**src/rtl/mm4_pkg.sv**
```systemverilog
package mm4_pkg;

  localparam int DIM       = 4;
  localparam int FRAC_BITS = 16;
  localparam int ELEM_W    = 32;
  localparam int ROW_W     = 2;

  // Row tag plus DIM elements, padded up to whole bytes.
  localparam int PAYLOAD_W = ROW_W + DIM * ELEM_W;
  localparam int TDATA_W   = ((PAYLOAD_W + 7) / 8) * 8;
  localparam int PAD_W     = TDATA_W - PAYLOAD_W;

  // One product, a sum of two, and the full sum of DIM products.
  localparam int PROD_W = 2 * ELEM_W;
  localparam int PAIR_W = PROD_W + 1;
  localparam int SUM_W  = PROD_W + 2;

  localparam logic signed [ELEM_W-1:0] ONE_Q   = ELEM_W'(1) << FRAC_BITS;
  localparam logic signed [ELEM_W-1:0] SAT_MAX = {1'b0, {(ELEM_W-1){1'b1}}};
  localparam logic signed [ELEM_W-1:0] SAT_MIN = {1'b1, {(ELEM_W-1){1'b0}}};

  typedef enum logic [0:0] {
    CMD_LOAD = 1'b0,
    CMD_MUL  = 1'b1
  } cmd_t;

  typedef logic signed [ELEM_W-1:0] elem_t;
  typedef elem_t [DIM-1:0] row_t;

  typedef struct packed {
    cmd_t             cmd;
    logic [ROW_W-1:0] row;
    row_t             elems;
  } item_t;

  // Head of the request queue as seen by the back end.
  typedef struct packed {
    logic  valid;
    item_t item;
  } queue_head_t;

endpackage

```
**src/rtl/mm4_front.sv**
```systemverilog
module mm4_front (
  input  logic                clk,
  input  logic                rst_n,
  input  logic                in_valid,
  output logic                in_ready,
  input  mm4_pkg::item_t      in_item,
  output mm4_pkg::queue_head_t head,
  input  logic                pop
);

  localparam int DEPTH = 2;

  mm4_pkg::item_t mem_r [DEPTH];
  logic           wr_ptr_r, wr_ptr_nxt;
  logic           rd_ptr_r, rd_ptr_nxt;
  logic [1:0]     count_r, count_nxt;
  logic           push;
  logic           do_pop;

  assign in_ready   = (count_r != 2'(DEPTH));
  assign push       = in_valid && in_ready;
  assign do_pop     = pop && (count_r != 2'd0);
  assign head.valid = (count_r != 2'd0);
  assign head.item  = mem_r[rd_ptr_r];

  always_comb begin
    wr_ptr_nxt = push   ? ~wr_ptr_r : wr_ptr_r;
    rd_ptr_nxt = do_pop ? ~rd_ptr_r : rd_ptr_r;
    count_nxt  = count_r + 2'(push) - 2'(do_pop);
  end

  always_ff @(posedge clk) begin
    if (!rst_n) begin
      wr_ptr_r <= 1'b0;
      rd_ptr_r <= 1'b0;
      count_r  <= 2'd0;
    end else begin
      wr_ptr_r <= wr_ptr_nxt;
      rd_ptr_r <= rd_ptr_nxt;
      count_r  <= count_nxt;
    end
  end

  always_ff @(posedge clk) begin
    if (push) begin
      mem_r[wr_ptr_r] <= in_item;
    end
  end

endmodule

```
**config.mk**
```make
export PLATFORM = sky130hd
export DESIGN_NAME = mm4_front
export DESIGN_NICKNAME = d
export VERILOG_FILES = /design/src/rtl/mm4_pkg.sv /design/src/rtl/mm4_front.sv
export SDC_FILE = /design/constraint.sdc
export NUM_CORES = 1
export LEC_CHECK = 0
export ABC_AREA = 1
export ABC_CLOCK_PERIOD_IN_PS = 7200
export BUFFER_PORTS_ARGS = -buffer_cell sky130_fd_sc_hd__buf_2
export CORE_MARGIN = 1.5
export CORE_UTILIZATION = 40
export CTS_CLUSTER_DIAMETER = 60
export CTS_CLUSTER_SIZE = 30
export DETAILED_ROUTE_END_ITERATION = 12
export PLACE_DENSITY = 0.66
export SLEW_MARGIN = 20
export SYNTH_ARGS = -nofsm -noshare
export SYNTH_HDL_FRONTEND = slang
export SYNTH_SLANG_ARGS = --single-unit
export TNS_END_PERCENT = 100
```
**constraint.sdc**
```tcl
create_clock -name clk -period 7.2 [get_ports clk]
set_input_delay 1.44 -clock clk [delete_from_list [all_inputs] [get_ports clk]]
set_output_delay 1.44 -clock clk [all_outputs]
set_load 0.02 [all_outputs]
```
==> results.yml <==
global_route:
  grt_overflow: 0
  grt_max_degree: 74
  antenna_found_initial: 2
  grt_pass1_vias: 5177
  grt_pass1_wl_um: 27800
  grtUsageTotal_pct: 13.7
setup_path:
  critPathRequiredTime_ps: 5760
  cp_top_family: "flip-flops"
  crit_chain: "buf_4 > mux2_4 > buf_2"
  critical-path-max-stage-delay_ps: 1010
  path_depth: 3
  endpoint_kind: "output pin"
  startpoint_type: "flip-flop"
  crit_fanout: 65
  crit_type: "flip-flop to output pin"
  r2r_cells: 5
  critPathArrivalTime_ps: 2790
  cp_slowest_cell: "dfxtp_4"
  cp_num_buf_inv: 2
clock_tree:
  htreeDepth: 1
  postCtsHoldBufs: 0
  clk_pin_slew_worst_paths_ps: 90
  clock_sinks: 267
  ctsResizeCount: 0
  clock_latency_ps: 490
  clock_tree.root_cell: "clkbuf_16"
  post_cts_buffers: 0
  cts_tree: "yes"
  cts_buffers: 17
  cts_max_path_buffers: 3
floorplan:
  io_pins: 268
  dieArea_um2: 26100
  coreArea_um2: 24500
  initial_core_util_pct: 41.0
  die_w_um: 162
  die_h_um: 162
  num_rows: 57
timing:
  max_slew.worst_pin.slew_ps: 1000
  hold_viol: 0
  rsz0062_at_grt: "false"
  max_slew_margin_pct: 33.0
  finalSetupTns_ps: 0
  fmax_mhz: 236
  period_needed_ps: 4230
  skew_ps: 12.1
  fin_crit_sh_pct: 58.8
  drv_slew: 0
  setup_violations: 0
power_and_ir_drop:
  p_per_area_nw_per_um2: 347
  cellInternalPower_mw: 2.98
  p_sw_share_pct: 30.3
  ir_drop_mv: 0.247
  p_comb_share_pct: 27.4
  p_seq_share_pct: 48.4
  leakagePower_nw: 4.74
  clkPwrFrac_pct: 24.2
  power_switching_mw: 1.29
synthesis:
  yosysSeqAreaShare_pct: 79.1
  synth_nets: 581
  yosysTopAreaCell: "edfxtp_1"
  ys_seq_elements: 267
  ys_types: 13
  avgSynthCellArea_um2: 22.7
  synthCells: 444
  netlist_area_um2: 10100
  synth.area.top_cells: "edfxtp_1 78%, mux2_4 13%, mux2_2 4.6%, buf_6 1.1%, dfxtp_1 0.99%"
  synth_warnings: 0
  yosys.area.top_type_share_pct: 78.1
layout:
  layout-drive-gt1-share_pct: 59.5
  fillers: 2053
  design_area_um2: 12300
  multi_input_area_um2: 1930
  diodes: 0
  regArea_um2: 7970
  num-nets-final: 857
  area_delta_synth_final_pct: 22.3
min_path:
  hold_path_class: "flip-flop to flip-flop"
  holdPathStages: 2
detailed_routing:
  routedWlPerCell_um: 17.6
  first_iter_violations: 281
  dr.pass1.iters: 4
  wl_um: 18600
  viasPerCell: 4.69
  drc: 0
  ant_nets: 0
  vias: 4940
job:
  cap_violations: 0
outcome:
  status: "complete, no violations"
place:
  gp_congestion: 0.718
  port_buffers: 267
  placed_area_um2: 11700
  place_hpwl_um: 12800
==> kinds of logic after synthesis <==
| family | count (synthesis) | share of synthesized area (%) |
|---|---|---|
| mux | 131 | 18.0 |
| simple gates | 20 | 0.783 |
| fa+ha+maj | 2 | 0.249 |
| buf+inv | 22 | 1.73 |
| flops | 267 | 79.1 |
| compound gates | 2 | 0.0994 |
==> flip-flops by register name (all words and copies together), names as in the netlist, named ones only <==
| register | flops |
|---|---|
| mem_r | 262 |
| count_r | 2 |
| rd_ptr_r | 1 |
| wr_ptr_r | 1 |
==> cell usage in the layout (no fill, tap or decap), types with 4 or more instances in the layout <==
master and instances:
mux2_2 41, nor2_1 7, nand2_1 9, buf_4 5, clkbuf_16 17, mux2_4 90
buf_2 267, inv_1 6, dfxtp_1 4, edfxtp_1 262
==> path summary, 6_finish.rpt <==
kind / from / endpoint / slack (ps)
worst max-delay path: flip-flop / head[115] / 2970
worst min-delay path: rd_ptr_r / rd_ptr_r / 530
worst max register to register: count_r[0] / mem_r[0][41] / 4640
worst min register to register: rd_ptr_r / rd_ptr_r / 530
==> per-stage QoR <==
step | hold WS, ps | worst slack (ps) | cells | power (mW) | utilization, %
6_report | 531 | 2970 | 1054 | 4.27 | 50.2
5_1_grt | 562 | 2820 | 1054 | 4.46 | 50.2
4_1_cts | 535 | 2920 | 1054 | 4.33 | 50.2
3_5_place_dp | 514 | 3450 | 1025 | 3.29 | 47.8
3_3_place_gp | 484 | 3530 | 1025 | 3.26 | 47.8
2_1_floorplan | 467 | 1830 | 444 | 2.97 | -
==> tightest hold or removal path, delay by kind of cell (launching register included) <==
kind,cells,cell delay (ps)
flops,1,350
simple gates,2,150
==> power by group through the flow <==
stage / sequential (mW) / clock (mW) / combinational [mW]
after floorplan: 2.06 / 0 / 0.905
after global placement: 2.10 / 0 / 1.16
after detailed placement: 2.11 / 0 / 1.19
after CTS: 2.07 / 1.07 / 1.19
after global routing: 2.09 / 1.12 / 1.24
final: 2.07 / 1.03 / 1.17
==> metal layers <==
metal | track usage, % | part of all wire, % | vias up
met1 | 17.1 | 41 | 2421
met2 | 23.7 | 49 | 193
met5 | 0 | 0.070 | -
li1 | - | - | 2295
met3 | 3.58 | 8.6 | 29
met4 | 3.54 | 1.7 | 2
==> synthesized netlist by cell type <==
cell / number
dfxtp_1: 5
buf_6: 10
inv_1: 7
nor2_1: 8
mux2_2: 41
a21oi_1: 2
edfxtp_1: 262
mux2_4: 90
ha_1: 2
nand2_1: 9
buf_2: 4
buf_8: 1
nand3_1: 3
==> cell type report <==
class	instances	area share [%]
well taps	324	3.29
clock buffers	18	3.49
multi-input cells	155	15.7
clock inverters	11	1.33
inverters	7	0.254
repair buffers	272	11.2
flip-flops and latches	267	64.8
No activity file was read; power rests on OpenSTA's default activity.
